===== src/design/pps_pkg.sv =====
// Shared word types, field widths and codes for the priority scheduler.
`default_nettype none
package pps_pkg;

   localparam int POOL_DEPTH_DEFAULT    = 16;
   localparam int PRIORITY_BITS_DEFAULT = 8;

   localparam int ID_W    = 8;
   localparam int BURST_W = 16;
   localparam int LEVEL_W = 8;
   localparam int WAIT_W  = 32;

   localparam logic OP_ARRIVE = 1'b0;
   localparam logic OP_TICK   = 1'b1;

   typedef struct packed {
      logic               opcode;
      logic [ID_W-1:0]    proc_id;
      logic [BURST_W-1:0] burst_length;
      logic [LEVEL_W-1:0] priority_level;
   } req_word_type;

   typedef struct packed {
      logic              arrival_accepted;
      logic              dispatched;
      logic              preempted;
      logic              running_valid;
      logic [ID_W-1:0]   running_id;
      logic              idle;
      logic [WAIT_W-1:0] wait_total;
   } rsp_word_type;

endpackage
`default_nettype wire


===== src/design/preemptive_priority_scheduler.sv =====
// Preemptive priority scheduler: job pool in a synchronous RAM, scanned per tick.
//
//  Channel | Ports                          | Direction | Word
//  --------+--------------------------------+-----------+------------------------------
//  req     | req_valid, req_ready, req_data | in        | arrival or tick command
//  rsp     | rsp_valid, rsp_ready, rsp_data | out       | flags, running job, wait sum
//
// One word is processed at a time. A tick goes through the accept step, a scan that
// reads every slot through the registered RAM read port, an update step and a step to
// post the result. An arrival searches upward from slot 0 for the first free slot and
// writes the job there; with a full pool the arrival goes straight to the result.
// Reset clears the valid bits, the pool count and the running job; the RAM is not cleared.
// A result held by rsp_ready does not block the next req word; only the next result waits.
`default_nettype none
module preemptive_priority_scheduler #(
   parameter int POOL_DEPTH    = pps_pkg::POOL_DEPTH_DEFAULT,
   parameter int PRIORITY_BITS = pps_pkg::PRIORITY_BITS_DEFAULT
) (
   input  wire                   clock,
   input  wire                   reset,
   input  wire                   req_valid,
   output logic                  req_ready,
   input  pps_pkg::req_word_type req_data,
   output logic                  rsp_valid,
   input  wire                   rsp_ready,
   output pps_pkg::rsp_word_type rsp_data
);
   import pps_pkg::*;

   localparam int IDX_W   = $clog2(POOL_DEPTH);
   localparam int CNT_W   = $clog2(POOL_DEPTH + 1);
   localparam int ENTRY_W = ID_W + BURST_W + PRIORITY_BITS;
   localparam int WSUM_W  = WAIT_W + 1;

   typedef enum logic [4:0] {
      ST_IDLE   = 5'b00001,
      ST_FIND   = 5'b00010,
      ST_SCAN   = 5'b00100,
      ST_UPDATE = 5'b01000,
      ST_RESP   = 5'b10000
   } state_type;

   state_type state_ff, state_in;

   // pool RAM: {id, remaining, priority}; valid bits live in flops
   logic [ENTRY_W-1:0]       pool_mem_ff [POOL_DEPTH];
   logic [ENTRY_W-1:0]       rd_data_ff;
   logic [IDX_W-1:0]         rd_addr;
   logic                     mem_we;
   logic [IDX_W-1:0]         wr_addr;
   logic [ENTRY_W-1:0]       wr_data;

   logic [POOL_DEPTH-1:0]    used_ff, used_in;
   logic [CNT_W-1:0]         count_ff, count_in;
   logic [CNT_W-1:0]         cnt_ff, cnt_in;
   req_word_type             req_ff, req_in;

   logic                     run_active_ff, run_active_in;
   logic [ID_W-1:0]          run_id_ff, run_id_in;
   logic [BURST_W-1:0]       run_rem_ff, run_rem_in;
   logic [PRIORITY_BITS-1:0] run_prio_ff, run_prio_in;
   logic [WAIT_W-1:0]        wait_ff, wait_in;

   logic                     best_valid_ff, best_valid_in;
   logic [IDX_W-1:0]         best_idx_ff, best_idx_in;
   logic [ID_W-1:0]          best_id_ff, best_id_in;
   logic [BURST_W-1:0]       best_rem_ff, best_rem_in;
   logic [PRIORITY_BITS-1:0] best_prio_ff, best_prio_in;

   logic                     acc_ff, acc_in;
   logic                     disp_ff, disp_in;
   logic                     pre_ff, pre_in;

   logic                     rsp_valid_ff, rsp_valid_in;
   rsp_word_type             rsp_data_ff, rsp_data_in;

   // helpers
   logic [IDX_W-1:0]               scan_idx;
   logic [CNT_W-1:0]               cnt_prev;
   logic [ID_W-1:0]                rd_id;
   logic [BURST_W-1:0]             rd_rem;
   logic [PRIORITY_BITS-1:0]       rd_prio;
   logic [PRIORITY_BITS+LEVEL_W-1:0] prio_ext;
   logic [BURST_W-1:0]             upd_rem;
   logic [WSUM_W-1:0]              wait_sum;

   assign req_ready = (state_ff == ST_IDLE);
   assign rsp_valid = rsp_valid_ff;
   assign rsp_data  = rsp_data_ff;

   assign rd_addr  = cnt_ff[IDX_W-1:0];
   assign cnt_prev = cnt_ff - CNT_W'(1);
   assign scan_idx = cnt_prev[IDX_W-1:0];
   assign rd_id    = rd_data_ff[ENTRY_W-1 -: ID_W];
   assign rd_rem   = rd_data_ff[PRIORITY_BITS +: BURST_W];
   assign rd_prio  = rd_data_ff[PRIORITY_BITS-1:0];
   // keep the low PRIORITY_BITS of the level, zero-extended if wider
   assign prio_ext = {{PRIORITY_BITS{1'b0}}, req_ff.priority_level};

   always_comb begin
      state_in      = state_ff;
      cnt_in        = cnt_ff;
      req_in        = req_ff;
      used_in       = used_ff;
      count_in      = count_ff;
      run_active_in = run_active_ff;
      run_id_in     = run_id_ff;
      run_rem_in    = run_rem_ff;
      run_prio_in   = run_prio_ff;
      wait_in       = wait_ff;
      best_valid_in = best_valid_ff;
      best_idx_in   = best_idx_ff;
      best_id_in    = best_id_ff;
      best_rem_in   = best_rem_ff;
      best_prio_in  = best_prio_ff;
      acc_in        = acc_ff;
      disp_in       = disp_ff;
      pre_in        = pre_ff;
      rsp_valid_in  = rsp_valid_ff && !rsp_ready;
      rsp_data_in   = rsp_data_ff;
      mem_we        = 1'b0;
      wr_addr       = cnt_ff[IDX_W-1:0];
      wr_data       = {req_ff.proc_id, req_ff.burst_length,
                       prio_ext[PRIORITY_BITS-1:0]};
      upd_rem       = run_rem_ff;
      wait_sum      = '0;

      case (state_ff)
         ST_IDLE: begin
            if (req_valid) begin
               req_in  = req_data;
               acc_in  = 1'b0;
               disp_in = 1'b0;
               pre_in  = 1'b0;
               cnt_in  = '0;
               if (req_data.opcode == OP_TICK) begin
                  // retire a finished job before the scan
                  if (run_active_ff && run_rem_ff == '0) begin
                     run_active_in = 1'b0;
                     run_id_in     = '0;
                     run_prio_in   = '0;
                  end
                  best_valid_in = 1'b0;
                  state_in      = ST_SCAN;
               end else if (count_ff == CNT_W'(POOL_DEPTH)) begin
                  state_in = ST_RESP;
               end else begin
                  state_in = ST_FIND;
               end
            end
         end
         ST_FIND: begin
            if (!used_ff[cnt_ff[IDX_W-1:0]]) begin
               mem_we                       = 1'b1;
               used_in[cnt_ff[IDX_W-1:0]]   = 1'b1;
               count_in                     = count_ff + CNT_W'(1);
               acc_in                       = 1'b1;
               state_in                     = ST_RESP;
            end else begin
               cnt_in = cnt_ff + CNT_W'(1);
            end
         end
         ST_SCAN: begin
            // rd_data_ff holds the slot addressed in the previous cycle
            if (cnt_ff != '0) begin
               if (used_ff[scan_idx] && (!best_valid_ff || rd_prio < best_prio_ff)) begin
                  best_valid_in = 1'b1;
                  best_idx_in   = scan_idx;
                  best_id_in    = rd_id;
                  best_rem_in   = rd_rem;
                  best_prio_in  = rd_prio;
               end
            end
            if (cnt_ff == CNT_W'(POOL_DEPTH)) begin
               state_in = ST_UPDATE;
            end else begin
               cnt_in = cnt_ff + CNT_W'(1);
            end
         end
         ST_UPDATE: begin
            if (best_valid_ff && run_active_ff && best_prio_ff < run_prio_ff) begin
               // swap: displaced job takes the slot the new one leaves
               mem_we      = 1'b1;
               wr_addr     = best_idx_ff;
               wr_data     = {run_id_ff, run_rem_ff, run_prio_ff};
               run_id_in   = best_id_ff;
               run_prio_in = best_prio_ff;
               upd_rem     = best_rem_ff;
               disp_in     = 1'b1;
               pre_in      = 1'b1;
            end else if (best_valid_ff && !run_active_ff) begin
               run_active_in        = 1'b1;
               run_id_in            = best_id_ff;
               run_prio_in          = best_prio_ff;
               upd_rem              = best_rem_ff;
               used_in[best_idx_ff] = 1'b0;
               count_in             = count_ff - CNT_W'(1);
               disp_in              = 1'b1;
            end
            run_rem_in = (run_active_in && upd_rem != '0) ? upd_rem - BURST_W'(1) : upd_rem;
            wait_sum   = {1'b0, wait_ff} + WSUM_W'(count_in);
            wait_in    = wait_sum[WAIT_W] ? '1 : wait_sum[WAIT_W-1:0];
            state_in   = ST_RESP;
         end
         ST_RESP: begin
            if (!rsp_valid_ff || rsp_ready) begin
               rsp_valid_in                 = 1'b1;
               rsp_data_in.arrival_accepted = acc_ff;
               rsp_data_in.dispatched       = disp_ff;
               rsp_data_in.preempted        = pre_ff;
               rsp_data_in.running_valid    = run_active_ff;
               rsp_data_in.running_id       = run_active_ff ? run_id_ff : '0;
               rsp_data_in.idle             = !run_active_ff && count_ff == '0;
               rsp_data_in.wait_total       = wait_ff;
               state_in                     = ST_IDLE;
            end
         end
         default: begin
            state_in = ST_IDLE;
         end
      endcase
   end

   // pool RAM, one write and one registered read port
   always_ff @(posedge clock) begin
      if (mem_we) begin
         pool_mem_ff[wr_addr] <= wr_data;
      end
   end

   always_ff @(posedge clock) begin
      rd_data_ff <= pool_mem_ff[rd_addr];
   end

   always_ff @(posedge clock) begin
      if (reset) begin
         state_ff      <= ST_IDLE;
         used_ff       <= '0;
         count_ff      <= '0;
         run_active_ff <= 1'b0;
         run_id_ff     <= '0;
         run_rem_ff    <= '0;
         run_prio_ff   <= '0;
         wait_ff       <= '0;
         rsp_valid_ff  <= 1'b0;
         cnt_ff        <= '0;
         best_valid_ff <= 1'b0;
      end else begin
         state_ff      <= state_in;
         used_ff       <= used_in;
         count_ff      <= count_in;
         run_active_ff <= run_active_in;
         run_id_ff     <= run_id_in;
         run_rem_ff    <= run_rem_in;
         run_prio_ff   <= run_prio_in;
         wait_ff       <= wait_in;
         rsp_valid_ff  <= rsp_valid_in;
         cnt_ff        <= cnt_in;
         best_valid_ff <= best_valid_in;
      end
   end

   always_ff @(posedge clock) begin
      req_ff       <= req_in;
      best_idx_ff  <= best_idx_in;
      best_id_ff   <= best_id_in;
      best_rem_ff  <= best_rem_in;
      best_prio_ff <= best_prio_in;
      acc_ff       <= acc_in;
      disp_ff      <= disp_in;
      pre_ff       <= pre_in;
      rsp_data_ff  <= rsp_data_in;
   end

endmodule
`default_nettype wire

===== config.mk =====
export PLATFORM = sky130hd
export DESIGN_NAME = preemptive_priority_scheduler
export DESIGN_NICKNAME = d
export VERILOG_FILES = /design/src/design/pps_pkg.sv /design/src/design/preemptive_priority_scheduler.sv
export SDC_FILE = /design/constraint.sdc
export NUM_CORES = 1
export LEC_CHECK = 0
export BUFFER_PORTS_ARGS = -buffer_cell sky130_fd_sc_hd__buf_2
export CORE_ASPECT_RATIO = 0.8
export CORE_MARGIN = 1
export CORE_UTILIZATION = 60
export DETAILED_ROUTE_END_ITERATION = 16
export PLACE_DENSITY_LB_ADDON = 0.1
export SLEW_MARGIN = 40
export SYNTH_ARGS = -nofsm -noshare
export SYNTH_HDL_FRONTEND = slang
export SYNTH_SLANG_ARGS = --single-unit

===== constraint.sdc =====
create_clock -name clock -period 6.25 [get_ports clock]
set_input_delay 0.3125 -clock clock [delete_from_list [all_inputs] [get_ports clock]]
set_output_delay 0.3125 -clock clock [all_outputs]
set_load 0.01 [all_outputs]

# Word-level counts from Yosys, hierarchy flattened
# Memories as Yosys holds them, arrays and structs flattened. A register that Yosys moved wholly into a read port is not among the register bits.
# Cells that the tools add are included.
[totals] mem_bits_rw=512 out_inout_bits=47 regBits=214 mem_count=1 elab_cells=177
[classes] order_cmp=7 bitwise=3 reduce_logical=38 n_eq_ne=21 add_sub_neg=6 n_mux=73
[memory_table] name="pool_mem_ff" words=16 word_bits=32 rd=1 rd_ports_with_merged_regs=1 write_ports=1 line_no="preemptive_priority_scheduler.sv:46" text="logic [ENTRY_W-1:0] pool_mem_ff [POOL_DEPTH];"
[op_table] op="2-to-1 mux 16 bit" count=7
[op_table] op="2-to-1 mux 32 bit" count=3
[op_table] op="2-to-1 mux 5 bit" count=13
[op_table] op="2-to-1 mux 8 bit" count=7
[op_table] op="adder 32 x 5 -> 33 bit" count=1
[op_table] op="case mux 16 bit (2 select lines)" count=1
[op_table] op="case mux 8 bit (2 select lines)" count=2
[op_table] op="2-to-1 mux 1 bit" count=25
[op_table] op="case mux 5 bit (5 select lines)" count=1
[op_table] op="inequality test 2 bit (second input constant)" count=11
[op_table] op="bitwise AND 16 bit" count=1
[op_table] op="zero test 16 bit" count=1
[op_table] op="< comparator 8 bit" count=2
[op_table] op="inverter 16 bit" count=1
[op_table] op="OR 16 bit" count=1
[op_table] op="AND reduction 4 bit" count=4
[op_table] op="nonzero test 16 bit" count=1
[op_table] op="subtractor 16 x 1 -> 16 bit (second input constant)" count=1
[op_table] op="equality test 5 bit (second input constant)" count=3
[op_table] op="< comparator 4 x 5 -> 1 bit (second input constant)" count=3
[op_table] op="case mux 5 bit (3 select lines)" count=1
[op_table] op="case mux 1 bit (2 select lines)" count=6
[op_table] op="AND reduction 3 bit" count=4
[op_table] op="adder 5 x 1 -> 5 bit (second input constant)" count=2
[op_table] op="22 further kinds" count=46

# Logic depth before layout (Yosys ltp)
[depth] depth_word=9 mapped_depth=16 depth_no_buf=15

# Least setup slack after synthesis
# Ideal clock, no wire load.
[synth_timing] path_kind="reg-to-reg" from="register best_prio_ff[2]" to="memory pool_mem_ff[9][0] (netlist bit), enable pin" setup_ps=466 stages_incl_launch_ff=11 arrival_ps=4478 period_less_slack_ps=4943 slack_ps=1307 t_required_ps=5784 path_buffers=2 cell_sequence="edfxtp_1 > ha_1 > o21a_1 > o21ai_0 > a21oi_1 > o31ai_1 > and3_1 > clkbuf_1 > clkbuf_1 > nand3b_1 > o21ai_0"
[synth_between] elab_chain_cells=6 elab_cells_between_ends=8 classes_between="1 x order compare; 6 x mux; 1 x reduce/logical"
[synth_lines] item="from (decl)" line_no="preemptive_priority_scheduler.sv:68" text="logic [PRIORITY_BITS-1:0] best_prio_ff, best_prio_in;"
[synth_lines] item="from (signal assigned)" line_no="preemptive_priority_scheduler.sv:268" text="best_prio_ff <= best_prio_in;"
[synth_lines] item="< comparator 8 bit (*)" line_no="preemptive_priority_scheduler.sv:181" text="if (best_valid_ff && run_active_ff && best_prio_ff < run_prio_ff) begin"
[synth_lines] item="logical AND 1 bit (*)" line_no="preemptive_priority_scheduler.sv:181"
[synth_lines] item="2-to-1 mux 1 bit" line_no="preemptive_priority_scheduler.sv:181"
[synth_lines] item="case mux 1 bit (2 select lines)" line_no="preemptive_priority_scheduler.sv:128" text="case (state_ff)"
[synth_lines] item="2-to-1 mux 1 bit" line_no="preemptive_priority_scheduler.sv:226" text="if (mem_we) begin"
[synth_lines] item="2-to-1 mux 1 bit (implied by the code)" line_no="preemptive_priority_scheduler.sv:227" text="pool_mem_ff[wr_addr] <= wr_data;"
[synth_lines] item="to (decl)" line_no="preemptive_priority_scheduler.sv:46"
# Mark *: on every way between the ends. The rest lies on a longest branch, timed or not.

# Worst setup path in the final report
[layout_timing] from="register cnt_ff[1]" to="memory pool_mem_ff[2][0] (netlist bit), enable pin"
[layout_between] elab_chain_cells=6 elab_cells_between_ends=8 classes_between="8 x mux"
[layout_lines] item="from (decl)" line_no="preemptive_priority_scheduler.sv:55" text="logic [CNT_W-1:0] cnt_ff, cnt_in;"
[layout_lines] item="from (signal assigned)" line_no="preemptive_priority_scheduler.sv:258" text="cnt_ff <= cnt_in;"
[layout_lines] item="binary-select mux 1 bit (select 4 bit)" line_no="preemptive_priority_scheduler.sv:153" text="if (!used_ff[cnt_ff[IDX_W-1:0]]) begin"
[layout_lines] item="2-to-1 mux 1 bit (implied by the code)" line_no="preemptive_priority_scheduler.sv:153"
[layout_lines] item="2-to-1 mux 1 bit" line_no="preemptive_priority_scheduler.sv:153"
[layout_lines] item="case mux 1 bit (2 select lines)" line_no="preemptive_priority_scheduler.sv:128"
[layout_lines] item="2-to-1 mux 1 bit" line_no="preemptive_priority_scheduler.sv:226"
[layout_lines] item="2-to-1 mux 1 bit (implied by the code)" line_no="preemptive_priority_scheduler.sv:227"
# Several ways; a longest one is shown, not always the timed one. The select of a mux whose other input is x is not followed.

==> insert_results.sql <==
INSERT INTO impl_metrics (metric_group, metric, value, unit) VALUES
('status', 'outcome', 'completed', ''),
('grt', 'antenna_violations_before_repair', '0', ''),
('floorplanning', 'chipHeight', '202', 'um'),
('grt', 'gr-total-overflow', '0', ''),
('place', 'dpl.hpwl', '39.5', 'mm'),
('final_layout', 'layout.filler_cells', '3168', ''),
('setup_path', 'timing.critical_path.from_type', 'register', ''),
('final_layout', 'multiInputGateArea', '0.00834', 'mm^2'),
('timing', 'worst_slew_margin_rel', '38.9', '%'),
('synthesis', 'synthesis.area', '0.0300', 'mm^2'),
('timing', 'timing.setup.tns', '0', 'ns'),
('timing', 'final_period_util', '69.5', '%'),
('synthesis', 'synth_cells', '1720', ''),
('final_layout', 'postLayoutCellArea', '0.0341', 'mm^2'),
('clock_network', 'clock_sinks', '758', ''),
('grt', 'first_global_vias', '16300', ''),
('grt', 'globalRouteTotalUtil', '28.2', '%'),
('pwr', 'net-switching-power', '2.49', 'mW'),
('timing', 'timing_hold_violations_final', '0', ''),
('synthesis', 'synth.distinct_cells', '65', ''),
('routing', 'drc_violations_left', '0', ''),
('routing', 'routedWlPerCell', '26.8', 'um'),
('clock_network', 'clkTransAtPathRegs', '0.07', 'ns'),
('clock_network', 'cts_tree', 'yes', ''),
('routing', 'vias', '16700', ''),
('routing', 'totalWireLength', '69.3', 'mm'),
('final_layout', 'seq_area', '0.0215', 'mm^2'),
('floorplanning', 'fp-row-count', '72', ''),
('clock_network', 'holdBufCountCts', '32', ''),
('timing', 'setup_viol', '0', ''),
('pwr', 'pwr_density_cell', '323', 'mW/mm^2'),
('timing', 'grt_setup_unrepaired', 'false', ''),
('final_layout', 'n_antenna_cell', '0', ''),
('routing', 'detail-route-antenna-nets', '0', ''),
('clock_network', 'clockRootBuffer', 'sky130_fd_sc_hd__clkbuf_16', ''),
('clock_network', 'cts_buffer_count', '72', ''),
('grt', 'largest_net_degree_at_the_start_of_global_routing', '70', ''),
('setup_path', 'critPathKind', 'reg -> reg', ''),
('synthesis', 'syn-num-nets', '1785', ''),
('place', 'portBuffers', '83', ''),
('grt', 'wire_length_of_the_first_global_routing_pass', '104', 'mm'),
('place', 'dpl-instance-area', '0.0315', 'mm^2'),
('timing', 'final_count_of_pins_violating_max_slew', '0', ''),
('timing', 'finClkSkew', '0.0213', 'ns'),
('clock_network', 'ctsResizeCount', '0', ''),
('synthesis', 'synthArstFlopShare', '0', '%'),
('timing', 'final_period_minus_worst_setup_slack', '4.34', 'ns'),
('floorplanning', 'core_region_area', '0.0488', 'mm^2'),
('pwr', 'power.static_leakage', '10.8', 'nW'),
('final_layout', 'layout-drive-gt1-share', '24.4', '%'),
('run', 'max-cap-violations', '0', ''),
('pwr', 'power.clock.fraction', '38.4', '%'),
('setup_path', 'critical_path.max_fanout', '43', ''),
('clock_network', 'postCtsSetupBuffers', '0', ''),
('pwr', 'ir_drop', '316', 'uV'),
('synthesis', 'yosysWarningCount', '0', ''),
('floorplanning', 'design.die.area', '0.0509', 'mm^2'),
('synthesis', 'syn_avg_cell_area', '17.5', 'um^2'),
('timing', 'timing.fmax', '0.230', 'GHz'),
('clock_network', 'worstSkewPairLatency', '0.62', 'ns'),
('final_layout', 'flow.area_growth_from_synthesis', '13.6', '%'),
('floorplanning', 'boundaryPins', '84', ''),
('final_layout', 'final_nets', '1921', ''),
('setup_path', 'setup.worst_path.end_class', 'register', ''),
('routing', 'post_drt_via_cell_ratio', '6.45', ''),
('floorplanning', 'initial_core_util', '61.5', '%'),
('timing', 'worst_pin_slew', '0.908', 'ns'),
('synthesis', 'number_of_synthesized_flops_with_an_enable_pin', '628', ''),
('setup_path', 'cp.arrival', '4.61', 'ns'),
('floorplanning', 'die_width', '252', 'um'),
('pwr', 'power.share.combinational', '9.4', '%'),
('hold_path', 'timing.hold.worst.class', 'in -> reg', ''),
('synthesis', 'share_of_the_yosys_chip_area_belonging_to_registers', '71.5', '%'),
('synthesis', 'synth_flop_cell', 'sky130_fd_sc_hd__edfxtp_1', ''),
('pwr', 'sequentialPowerShare', '52.3', '%'),
('pwr', 'switching_share', '22.6', '%'),
('setup_path', 'crit_path_required_time', '6.51', 'ns'),
('routing', 'first_pass_iters', '5', ''),
('synthesis', 'postSynthRegisterBits', '758', ''),
('routing', 'drt_iter0_drc', '1763', ''),
('clock_network', 'max-clock-path-buffers', '3', ''),
('pwr', 'power.internal', '8.51', 'mW'),
('clock_network', 'ctsHtreeMaxLevel', '3', ''),
('place', 'gpl.final_weighted_congestion', '0.925', '');
[placed cells by master (no fill, tap or decap), types with 11 or more instances in the layout]
cell | Yosys | routed
sky130_fd_sc_hd__dfxtp_1 | 130 | 126
sky130_fd_sc_hd__and2_1 | 11 | 11
sky130_fd_sc_hd__o211ai_1 | 19 | 19
sky130_fd_sc_hd__clkbuf_1 | 64 | 25
sky130_fd_sc_hd__nor4_1 | 17 | 15
sky130_fd_sc_hd__clkbuf_16 | 0 | 73
sky130_fd_sc_hd__nor2_1 | 62 | 61
sky130_fd_sc_hd__or3_1 | 14 | 14
sky130_fd_sc_hd__xor2_1 | 23 | 23
sky130_fd_sc_hd__a21oi_1 | 92 | 78
sky130_fd_sc_hd__a21oi_4 | 0 | 13
sky130_fd_sc_hd__nor3_1 | 28 | 28
sky130_fd_sc_hd__mux2_2 | 33 | 33
sky130_fd_sc_hd__ha_1 | 27 | 27
sky130_fd_sc_hd__dlygate4sd3_1 | 0 | 32
sky130_fd_sc_hd__o21ai_0 | 58 | 53
sky130_fd_sc_hd__inv_1 | 34 | 32
sky130_fd_sc_hd__edfxtp_1 | 628 | 628
sky130_fd_sc_hd__buf_4 | 0 | 28
sky130_fd_sc_hd__nand4_1 | 15 | 15
sky130_fd_sc_hd__nand3_1 | 41 | 41
sky130_fd_sc_hd__buf_2 | 7 | 83
sky130_fd_sc_hd__nand2_1 | 79 | 79
sky130_fd_sc_hd__mux4_2 | 170 | 170
sky130_fd_sc_hd__xnor2_1 | 17 | 17
sky130_fd_sc_hd__mux2i_1 | 11 | 11
sky130_fd_sc_hd__clkinv_2 | 0 | 14
[stage by stage]
stage	total power, mW	instances	utilization (%)	hold WS (ns)	setup slack, ns
after floorplan	6.59	1720	-	0.386	1.31
after global placement	6.86	2412	64.3	0.387	1.98
after detailed placement	6.88	2415	64.5	0.391	1.92
after CTS	11.1	2581	69.8	0.0654	1.90
after global routing	11.3	2582	69.9	0.0955	1.70
final	11.0	2582	69.9	0.0966	1.91
[cell type report]
class	count	area share, %
flip-flops and latches	758	62.9
inverters	34	0.382
clock inverters	32	0.858
multi-input cells	839	24.4
well taps	666	2.44
repair buffers	151	3.14
clock buffers	102	5.79
[worst paths after layout]
path                   from                end  slack (ns)  depth (start not counted)
min reg2reg  rd_data_ff[21]    best_rem_ff[13]        0.40                          0
min               rsp_ready          rsp_valid         0.1                          3
max               cnt_ff[1]  pool_mem_ff[2][0]        1.91                          6
max reg2reg       cnt_ff[1]  pool_mem_ff[2][0]        1.91                          6
[sequential cells by signal, summed over array words and instances, names as in the netlist, 4 cells and up]
| signal | flops |
|---|---|
| pool_mem_ff | 512 |
| used_ff | 16 |
| prio_ext | 8 |
| cnt_ff | 5 |
| run_id_ff | 8 |
| req_ff | 24 |
| best_rem_ff | 16 |
| wait_ff | 32 |
| run_prio_ff | 8 |
| best_idx_ff | 4 |
| state_ff | 5 |
| rd_data_ff | 32 |
| best_id_ff | 8 |
| run_rem_ff | 16 |
| count_ff | 5 |
| rsp_data | 45 |
| best_prio_ff | 8 |
[cell usage after synthesis, types with 3 or more instances]
library cell	instances	area, um^2
sky130_fd_sc_hd__nor3b_1	9	67.6
sky130_fd_sc_hd__o211a_1	3	30.0
sky130_fd_sc_hd__or4_1	5	37.5
sky130_fd_sc_hd__a211oi_1	6	45.0
sky130_fd_sc_hd__mux4_2	170	3830
sky130_fd_sc_hd__nand4_1	15	93.8
sky130_fd_sc_hd__edfxtp_1	628	18900
sky130_fd_sc_hd__o211ai_1	19	143
sky130_fd_sc_hd__a21o_1	6	45.0
sky130_fd_sc_hd__or3_1	14	87.6
sky130_fd_sc_hd__a31oi_1	8	50.1
sky130_fd_sc_hd__o21a_1	3	22.5
sky130_fd_sc_hd__dfxtp_1	130	2600
sky130_fd_sc_hd__clkbuf_1	64	240
sky130_fd_sc_hd__nand2_1	79	297
sky130_fd_sc_hd__buf_1	17	63.8
sky130_fd_sc_hd__nand3_1	41	205
sky130_fd_sc_hd__xnor2_1	17	149
sky130_fd_sc_hd__nor3_1	28	140
sky130_fd_sc_hd__o22ai_1	3	18.8
sky130_fd_sc_hd__and4_1	7	61.3
sky130_fd_sc_hd__o2111ai_1	3	26.3
sky130_fd_sc_hd__nor2b_1	10	62.6
sky130_fd_sc_hd__mux2_2	33	372
sky130_fd_sc_hd__xor2_1	23	201
sky130_fd_sc_hd__o311ai_0	4	35.0
sky130_fd_sc_hd__buf_2	7	35.0
sky130_fd_sc_hd__nor2_1	62	233
sky130_fd_sc_hd__mux2i_1	11	110
sky130_fd_sc_hd__o21ai_0	58	290
sky130_fd_sc_hd__a21oi_1	92	460
sky130_fd_sc_hd__inv_1	34	128
sky130_fd_sc_hd__and3_1	9	56.3
sky130_fd_sc_hd__ha_1	27	338
sky130_fd_sc_hd__nor4_1	17	106
sky130_fd_sc_hd__nor4b_1	3	26.3
sky130_fd_sc_hd__nand3b_1	6	45.0
sky130_fd_sc_hd__nand2b_1	7	43.8
sky130_fd_sc_hd__and2_1	11	68.8
[kinds of logic after synthesis]
| family | synth area share (%) |
|---|---|
| AOI/OAI and AO/OA | 4.59 |
| xor gates and xnor gates | 1.17 |
| adders and majority gates | 1.19 |
| buffers and inverters | 1.59 |
| DFF | 71.5 |
| muxes | 14.4 |
| and+or+nand+nor | 5.63 |
[worst max-delay path, cell delays in order, from the launching register on]
cell and delay, ns:
sky130_fd_sc_hd__dfxtp_4 0.80, sky130_fd_sc_hd__mux4_2 0.41, sky130_fd_sc_hd__mux4_2 0.62, sky130_fd_sc_hd__nor4_1 0.59, sky130_fd_sc_hd__nor2_1 0.37, sky130_fd_sc_hd__a21oi_4 0.65, sky130_fd_sc_hd__buf_4 0.50
[per-layer routing]
metal	vias to the layer above	global-route usage [%]	share of wire (%)
met4	0	6.93	2.0
li1	7179	-	-
met5	-	0	0
met3	116	5.40	8.7
met2	801	42.3	46
met1	8559	43.4	43
[power groups by stage]
stage	combinational (mW)	clock [mW]	sequential, mW
2_1_floorplan	0.814	0	5.78
3_3_place_gp	1.00	0	5.86
3_5_place_dp	1.02	0	5.86
4_1_cts	1.04	4.27	5.75
5_1_grt	1.11	4.47	5.75
6_report	1.03	4.22	5.75
Power figures use the tool's default switching activity.
